File: config.mk
export PLATFORM = sky130hd
export DESIGN_NAME = fifo_page_replacement_unit
export DESIGN_NICKNAME = d
export VERILOG_FILES = /design/src/rtl/core/fpr_pkg.sv /design/src/rtl/core/fpr_ram.sv /design/src/rtl/core/fpr_seq.sv /design/src/rtl/core/fifo_page_replacement_unit.sv
export SDC_FILE = /design/constraint.sdc
export NUM_CORES = 2
export LEC_CHECK = 0
export ABC_AREA = 1
export BUFFER_PORTS_ARGS = -buffer_cell sky130_fd_sc_hd__buf_2
export CORE_MARGIN = 8
export CORE_UTILIZATION = 45
export DETAILED_ROUTE_END_ITERATION = 12
export GPL_TIMING_DRIVEN = 0
export PLACE_DENSITY_LB_ADDON = 0.15
export REMOVE_ABC_BUFFERS = 1
export SETUP_SLACK_MARGIN = 0.4
export SLEW_MARGIN = 40
export SYNTH_ARGS = -nofsm -noshare
export SYNTH_HDL_FRONTEND = slang
export SYNTH_HIERARCHICAL = 1
export SYNTH_SLANG_ARGS = --single-unit
File: constraint.sdc
create_clock -name clk -period 10.3 [get_ports clk]
set_input_delay 2.575 -clock clk [delete_from_list [all_inputs] [get_ports clk]]
set_output_delay 2.575 -clock clk [all_outputs]
set_load 0.02 [all_outputs]
File: src/rtl/core/fpr_pkg.sv
// ----------------------------------------------------------------------------
// fpr_pkg
// Shared types, sizes and helpers for the FIFO page replacement unit.
// ----------------------------------------------------------------------------
package fpr_pkg;

    // Storage sizes
    localparam int FRAMES    = 64;
    localparam int PAGE_BITS = 20;
    localparam int FC_W      = 7;
    localparam int FAULT_W   = 32;
    localparam int IDX_W     = (FRAMES > 1) ? $clog2(FRAMES) : 1;
    localparam int CNT_W     = $clog2(FRAMES + 1);
    localparam int CMP_W     = (FC_W > CNT_W) ? FC_W : CNT_W;

    // Operation codes
    localparam logic OP_ACCESS = 1'b0;
    localparam logic OP_CLEAR  = 1'b1;

    // Reset value of the frame count register
    localparam logic [FC_W-1:0] FRAME_COUNT_RST = FC_W'(3);

    // Request and response transactions
    typedef struct packed {
        logic                 operation;
        logic [PAGE_BITS-1:0] page;
    } req_t;

    typedef struct packed {
        logic               hit;
        logic [FAULT_W-1:0] fault_count;
    } rsp_t;

    // Sequencer states
    typedef enum logic [1:0] {
        ST_IDLE,
        ST_SCAN,
        ST_DONE
    } seq_state_t;

    // Result handoff from the sequencer to the output stage
    typedef struct packed {
        logic valid;
        rsp_t data;
    } seq_result_t;

    // Frames actually searched: zero counts as one, large values clamp
    function automatic logic [CNT_W-1:0] frames_in_use(input logic [FC_W-1:0] fc);
        logic [CMP_W-1:0] fc_w;
        logic [CNT_W-1:0] used;
        fc_w = CMP_W'(fc);
        if (fc_w == '0)
            used = CNT_W'(1);
        else if (fc_w > CMP_W'(FRAMES))
            used = CNT_W'(FRAMES);
        else
            used = fc_w[CNT_W-1:0];
        return used;
    endfunction

endpackage

File: src/rtl/core/fpr_ram.sv
// ----------------------------------------------------------------------------
// fpr_ram
// Generic simple dual-port RAM: one write port, one registered read port.
// ----------------------------------------------------------------------------
module fpr_ram #(
    parameter int WIDTH = 8,
    parameter int DEPTH = 16
) (
    input  logic                                      clk,
    input  logic                                      wr_en,
    input  logic [((DEPTH > 1) ? $clog2(DEPTH) : 1)-1:0] wr_addr,
    input  logic [WIDTH-1:0]                          wr_data,
    input  logic                                      rd_en,
    input  logic [((DEPTH > 1) ? $clog2(DEPTH) : 1)-1:0] rd_addr,
    output logic [WIDTH-1:0]                          rd_data
);

    logic [WIDTH-1:0] mem [DEPTH];
    logic [WIDTH-1:0] rd_data_reg;

    // Write port
    always_ff @(posedge clk)
    begin
        if (wr_en)
            mem[wr_addr] <= wr_data;
    end

    // Registered read port
    always_ff @(posedge clk)
    begin
        if (rd_en)
            rd_data_reg <= mem[rd_addr];
    end

    assign rd_data = rd_data_reg;

endmodule

File: src/rtl/core/fpr_seq.sv
// ----------------------------------------------------------------------------
// fpr_seq
// Search sequencer: walks the frames one per cycle through a single
// comparator, then handles hit or miss insert; a clear skips the walk.
// ----------------------------------------------------------------------------
module fpr_seq
    import fpr_pkg::*;
(
    input  logic              clk,
    input  logic              rst_n,
    input  logic [FC_W-1:0]   frame_count,
    input  logic              req_take,
    input  req_t              req,
    output logic              idle,
    output seq_result_t       result,
    input  logic              result_take
);

    seq_state_t state_reg, state_next;

    logic [PAGE_BITS-1:0] page_reg,       page_next;
    logic [CNT_W-1:0]     issue_idx_reg,  issue_idx_next;
    logic                 cmp_valid_reg,  cmp_valid_next;
    logic [IDX_W-1:0]     cmp_idx_reg,    cmp_idx_next;
    logic [FRAMES-1:0]    frame_valid_reg, frame_valid_next;
    logic [CNT_W-1:0]     ptr_reg,        ptr_next;
    logic [FAULT_W-1:0]   faults_reg,     faults_next;
    logic                 hit_reg,        hit_next;

    logic [CNT_W-1:0]     used;
    logic                 issue_en;
    logic [PAGE_BITS-1:0] rd_data;
    logic                 match;
    logic                 last_cmp;
    logic [IDX_W-1:0]     slot;
    logic                 wr_en;

    assign used     = frames_in_use(frame_count);
    assign issue_en = (state_reg == ST_SCAN) && (issue_idx_reg < used);

    // Shared comparator over the frame just read
    assign match    = cmp_valid_reg && frame_valid_reg[cmp_idx_reg] && (rd_data == page_reg);
    assign last_cmp = cmp_valid_reg && (CNT_W'(cmp_idx_reg) == (used - CNT_W'(1)));

    // Insert slot: pointer past the frames in use wraps to frame 0
    assign slot = (ptr_reg >= used) ? '0 : ptr_reg[IDX_W-1:0];

    fpr_ram #(
        .WIDTH (PAGE_BITS),
        .DEPTH (FRAMES)
    ) u_frames (
        .clk     (clk),
        .wr_en   (wr_en),
        .wr_addr (slot),
        .wr_data (page_reg),
        .rd_en   (issue_en),
        .rd_addr (issue_idx_reg[IDX_W-1:0]),
        .rd_data (rd_data)
    );

    // Next state
    always_comb
    begin
        state_next = state_reg;
        unique case (state_reg)
            ST_IDLE:
            begin
                if (req_take)
                    state_next = (req.operation == OP_CLEAR) ? ST_DONE : ST_SCAN;
            end
            ST_SCAN:
            begin
                if (match || last_cmp)
                    state_next = ST_DONE;
            end
            ST_DONE:
            begin
                if (result_take)
                    state_next = ST_IDLE;
            end
            default:
                state_next = ST_IDLE;
        endcase
    end

    // Datapath and outputs
    always_comb
    begin
        page_next        = page_reg;
        issue_idx_next   = issue_idx_reg;
        cmp_valid_next   = 1'b0;
        cmp_idx_next     = cmp_idx_reg;
        frame_valid_next = frame_valid_reg;
        ptr_next         = ptr_reg;
        faults_next      = faults_reg;
        hit_next         = hit_reg;
        wr_en            = 1'b0;
        idle             = 1'b0;
        result.valid     = 1'b0;
        result.data      = '{hit: hit_reg, fault_count: faults_reg};

        unique case (state_reg)
            ST_IDLE:
            begin
                idle = 1'b1;
                if (req_take)
                begin
                    page_next      = req.page;
                    issue_idx_next = '0;
                    hit_next       = 1'b0;
                    if (req.operation == OP_CLEAR)
                    begin
                        frame_valid_next = '0;
                        ptr_next         = '0;
                        faults_next      = '0;
                    end
                end
            end
            ST_SCAN:
            begin
                if (issue_en)
                begin
                    issue_idx_next = issue_idx_reg + CNT_W'(1);
                    cmp_valid_next = 1'b1;
                    cmp_idx_next   = issue_idx_reg[IDX_W-1:0];
                end
                if (match)
                begin
                    hit_next       = 1'b1;
                    cmp_valid_next = 1'b0;
                end
                else if (last_cmp)
                begin
                    // Miss: store the page at the insert slot
                    wr_en                  = 1'b1;
                    frame_valid_next[slot] = 1'b1;
                    ptr_next               = CNT_W'(slot) + CNT_W'(1);
                    if (faults_reg != '1)
                        faults_next = faults_reg + FAULT_W'(1);
                    cmp_valid_next = 1'b0;
                end
            end
            ST_DONE:
            begin
                result.valid = 1'b1;
            end
            default:
            begin
                idle = 1'b0;
            end
        endcase
    end

    // Control registers
    always_ff @(posedge clk or negedge rst_n)
    begin
        if (!rst_n)
        begin
            state_reg       <= ST_IDLE;
            cmp_valid_reg   <= 1'b0;
            frame_valid_reg <= '0;
            ptr_reg         <= '0;
            faults_reg      <= '0;
            hit_reg         <= 1'b0;
        end
        else
        begin
            state_reg       <= state_next;
            cmp_valid_reg   <= cmp_valid_next;
            frame_valid_reg <= frame_valid_next;
            ptr_reg         <= ptr_next;
            faults_reg      <= faults_next;
            hit_reg         <= hit_next;
        end
    end

    // Payload registers
    always_ff @(posedge clk)
    begin
        page_reg      <= page_next;
        issue_idx_reg <= issue_idx_next;
        cmp_idx_reg   <= cmp_idx_next;
    end

endmodule

File: src/rtl/core/fifo_page_replacement_unit.sv
// An access searches up to the frames in use (64 max), stopping at a hit; a clear skips
// the search. One transaction at a time; while the output does not stall, throughput is
// set by the one-frame-per-cycle search through the frame RAM.
// Reset empties all frames, zeroes the fault count and insert pointer, and sets the
// frame count to 3; no clearing pass is needed (per-frame valid flops).
// ----------------------------------------------------------------------------
// fifo_page_replacement_unit
// FIFO page replacement simulator with a configurable number of frames.
// ----------------------------------------------------------------------------
module fifo_page_replacement_unit
    import fpr_pkg::*;
(
    input  logic            clk,
    input  logic            rst_n,
    input  logic            cfg_wr_en,
    input  logic [FC_W-1:0] cfg_wr_data,
    input  logic            req_valid,
    output logic            req_stall,
    input  req_t            req,
    output logic            rsp_valid,
    input  logic            rsp_stall,
    output rsp_t            rsp
);

    logic [FC_W-1:0] frame_count_reg;
    logic            rsp_valid_reg;
    rsp_t            rsp_reg;

    logic            idle;
    logic            req_take;
    logic            out_free;
    logic            result_take;
    seq_result_t     result;

    // Frame count register
    always_ff @(posedge clk or negedge rst_n)
    begin
        if (!rst_n)
            frame_count_reg <= FRAME_COUNT_RST;
        else if (cfg_wr_en)
            frame_count_reg <= cfg_wr_data;
    end

    // Input handshake
    assign req_stall = !idle;
    assign req_take  = req_valid && idle;

    fpr_seq u_seq (
        .clk         (clk),
        .rst_n       (rst_n),
        .frame_count (frame_count_reg),
        .req_take    (req_take),
        .req         (req),
        .idle        (idle),
        .result      (result),
        .result_take (result_take)
    );

    // Output register
    assign out_free    = !rsp_valid_reg || !rsp_stall;
    assign result_take = result.valid && out_free;

    always_ff @(posedge clk or negedge rst_n)
    begin
        if (!rst_n)
            rsp_valid_reg <= 1'b0;
        else if (out_free)
            rsp_valid_reg <= result.valid;
    end

    always_ff @(posedge clk)
    begin
        if (result_take)
            rsp_reg <= result.data;
    end

    assign rsp_valid = rsp_valid_reg;
    assign rsp       = rsp_reg;

endmodule
==> flow_summary_export.csv <==
group,metric,value,unit
yosys,netlist_area,62500,µm²
setup_path,crit_top_cell,"buf_2",
sta,fmax,0.168,GHz
setup_path,rrSetupSlack,4.37,ns
drt,num_vias,43400,
grt,grt_max_degree,93,
sta,slew_viol_final,0,
hold_path,hp-start,"frame_count_reg[0]$_DFFE_PN1P_",
sta,tightest_slew,0.856,ns
yosys,ys_top_cells_by_area,"edfxtp_1, nand2_1, nand3_1",
cts,cts.clk_slew.worst_paths,0.06,ns
setup_path,crit_type,"input pin to flop",
yosys,ys_async_sr_fraction,7.77,%
sta,finalWorstSetupSlack,4.35,ns
yosys,synth_top_area_share,65.6,%
yosys,ys_seq_elements,1481,
final_layout,nets,6001,
sta,clock_skew,0.0412,ns
power,p_leak,27.7,nW
cts,cts_setup_buffers,0,
outcome,outcome,"finished clean",
yosys,synthTopCellsByCount,"nand2_1, edfxtp_1, nand3_1, nor2_1, buf_2",
floorplanning,pin_count,68,
setup_path,critical_path_required,10.78,ns
cts,cts_buffer_depth,3,
setup_path,crit_arrival,6.43,ns
final_layout,drive_gt1_share,12.2,%
cts,worstSkewPairLatency,0.79,ns
setup_path,slowest_delay,0.67,ns
drt,wirelength,172,mm
sta,hold_viol_final,0,
yosys,yosysMostFrequentCell,"nand2_1",
sta,setup_tns,0,ns
yosys,synth_cell_types,33,
grt,grt_pass1_wl,258,mm
grt,gr-usage-all-layers,22.3,%
sta,relSlewSlack,42.7,%
hold_path,min_to,"frame_count_reg[0]$_DFFE_PN1P_",
cts,clkSinkCount,1481,
setup_path,r2r_cells,21,
cts,cts_buffers,159,
final_layout,area_growth,18.3,%
sta,finalSetupViolCount,0,
placement,gp_congestion,0.856,
drt,avgRoutedWirePerCell,21.9,µm
setup_path,start_kind,"input pin",
sta,rsz0062_at_grt,"false",
placement,hpwl,116,mm
setup_path,r2r-start,"u_seq/cmp_idx_reg[0]$_DFFE_PP_",
hold_path,hold_class,"flop to flop",
setup_path,crit_start,"req_valid",
sta,finalCriticalPeriod,5.95,ns
job,drv_cap,0,
drt,drt_iter0_drc,4000,
drt,vias_per_cell,5.51,
cts,cts_max_level,4,
hold_path,worstHoldPathCells,2,
setup_path,crit_slowest_cell,"nor4_2",
cts,root_buffer,"clkbuf_16",
setup_path,r2r-end,"u_seq/u_frames/mem[54][3]$_DFFE_PP_",
setup_path,critical-path-top-delay-family,"simple AND/OR/NAND/NOR gates",
yosys,ys.flop_type,"edfxtp_1",
floorplanning,core_area,138000,µm²
grt,overflow,0,
setup_path,crit_path_end_kind,"flop",
cts,ctsResizeCount,0,
drt,drt.antenna.violating_nets,0,
yosys,ys_seq_area_share,70.2,%
setup_path,worst-path-buf-inv,6,
floorplanning,die_w,389,µm
placement,port_buffers,67,
power,vdd_ir_drop_max,0.170,mV
yosys,synth_edf_count,1366,
floorplanning,fp.dieH,389,µm
drt,drt_pass1_iterations,5,
setup_path,cp_max_fo,19,
power,total_power,0.0189,W
grt,antenna_found_initial,0,
cts,cts_tree,"built",
grt,grt_pass1_vias,40600,
yosys,synth_warnings,6,
floorplanning,dieArea,151000,µm²
sta,finalCritPeriodShare,57.7,%
power,p_per_area,256,nW/µm²
setup_path,worstPathCellList,"buf_2 -> nand2_1 -> inv_1 -> nor2_1 -> nor3_1 -> nand3_4 -> nor2_1 -> nand4_1 -> nor4_2 -> buf_2 -> buf_2 -> buf_2 -> buf_2",
placement,dp_worst_setup_slack,3.61,ns
floorplanning,start_util,45.4,%
sta,holdWs,0.470,ns
yosys,syn_avg_cell_area,10.9,µm²
final_layout,largest_reg_flops,1280,
floorplanning,std_cell_rows,136,
yosys,synth_area_leader_cell,"edfxtp_1",
yosys,synthCells,5714,
cts,hold_buffers,0,
drt,drcViolationCount,0,
## per-stage QoR
stage / instances / area, µm² / util [%]
detailed placement: 7585 / 68800 / 50.0
CTS: 7874 / 73900 / 53.7
floorplan: 5374 / 60800 / -
global route: 7874 / 73900 / 53.7
global placement: 7235 / 63400 / 46.0
finish: 7875 / 73900 / 53.7
## cell type report
type | instances | area (µm²)
diodes | 1 | 2.50
clock buffers | 201 | 4290
clock inverters | 88 | 800
fillers | 11500 | 63800
inverters | 102 | 420
multi-input cells | 3791 | 17100
flip-flops and latches | 1481 | 43900
well taps | 1794 | 2240
repair buffers | 417 | 5110
## routing by layer
layer	routed length (µm)	vias up	part of all wire (%)	track usage, %
met2	82700	1512	48	36.6
li1	-	20400	-	-
met4	5190	0	3.0	7.17
met1	72800	21200	42	30.7
met5	0	-	0	0
met3	11600	298	6.7	3.46
## where the power goes
group / switching [W] / internal, W
registers: 0.000143 / 0.00693
logic: 0.00432 / 0.00192
clock network: 0.00233 / 0.00325
## worst reg2reg max path, cell delays in order (launching register included)
cell and delay, ns:
edfxtp_1 0.66, buf_8 0.22, buf_8 0.16, inv_2 0.28
nand2_1 0.15, nand3_1 0.07, nand3_1 0.12, nand2_1 0.13
nand2_1 0.08, nand3_1 0.06, nand3_1 0.08, nand2_1 0.14
nand3_4 0.28, buf_12 0.28, nand3_4 0.29, nor2_1 0.59
nand4_1 0.50, nor4_2 0.67, buf_2 0.30, buf_2 0.19
buf_2 0.19, buf_2 0.19
## cell usage in the layout (no fill, tap or decap), types with 44 or more instances in the layout
cell type / Yosys / final
buf_8: 0 / 70
nand3_1: 1240 / 1231
clkbuf_16: 0 / 165
edfxtp_1: 1366 / 1366
dfrtp_1: 113 / 113
nor2_4: 1 / 59
buf_16: 0 / 52
nor2_1: 230 / 168
nand4_1: 58 / 58
nand2_1: 2060 / 2059
buf_6: 4 / 170
clkinv_1: 0 / 44
buf_2: 217 / 109
inv_1: 90 / 88
a21oi_1: 76 / 75
## cell families after synthesis
kind of cell / after synthesis / synth area share, %
adders and majority gates: 16 / 0.320
DFF: 1481 / 70.2
and+or+nand+nor: 3640 / 24.7
AOI/OAI and AO/OA: 98 / 0.833
xor gates and xnor gates: 37 / 0.519
buffers and inverters: 442 / 3.35
## worst max path at each step
stage	endpoint	slack (ns)	cells after the start
final	u_seq/u_frames/mem[54][3]$_DFFE_PP_	4.35	13
after global routing	u_seq/u_frames/mem[54][4]$_DFFE_PP_	3.99	21
after CTS	u_seq/u_frames/mem[54][10]$_DFFE_PP_	4.36	21
after detailed placement	u_seq/u_frames/mem[54][4]$_DFFE_PP_	3.61	13
after global placement	u_seq/u_frames/rd_data[12]$_DFFE_PP_	-62.77	9
after floorplan	u_seq/u_frames/rd_data[11]$_DFFE_PP_	-18.42	9
Power figures use the tool's default switching activity.
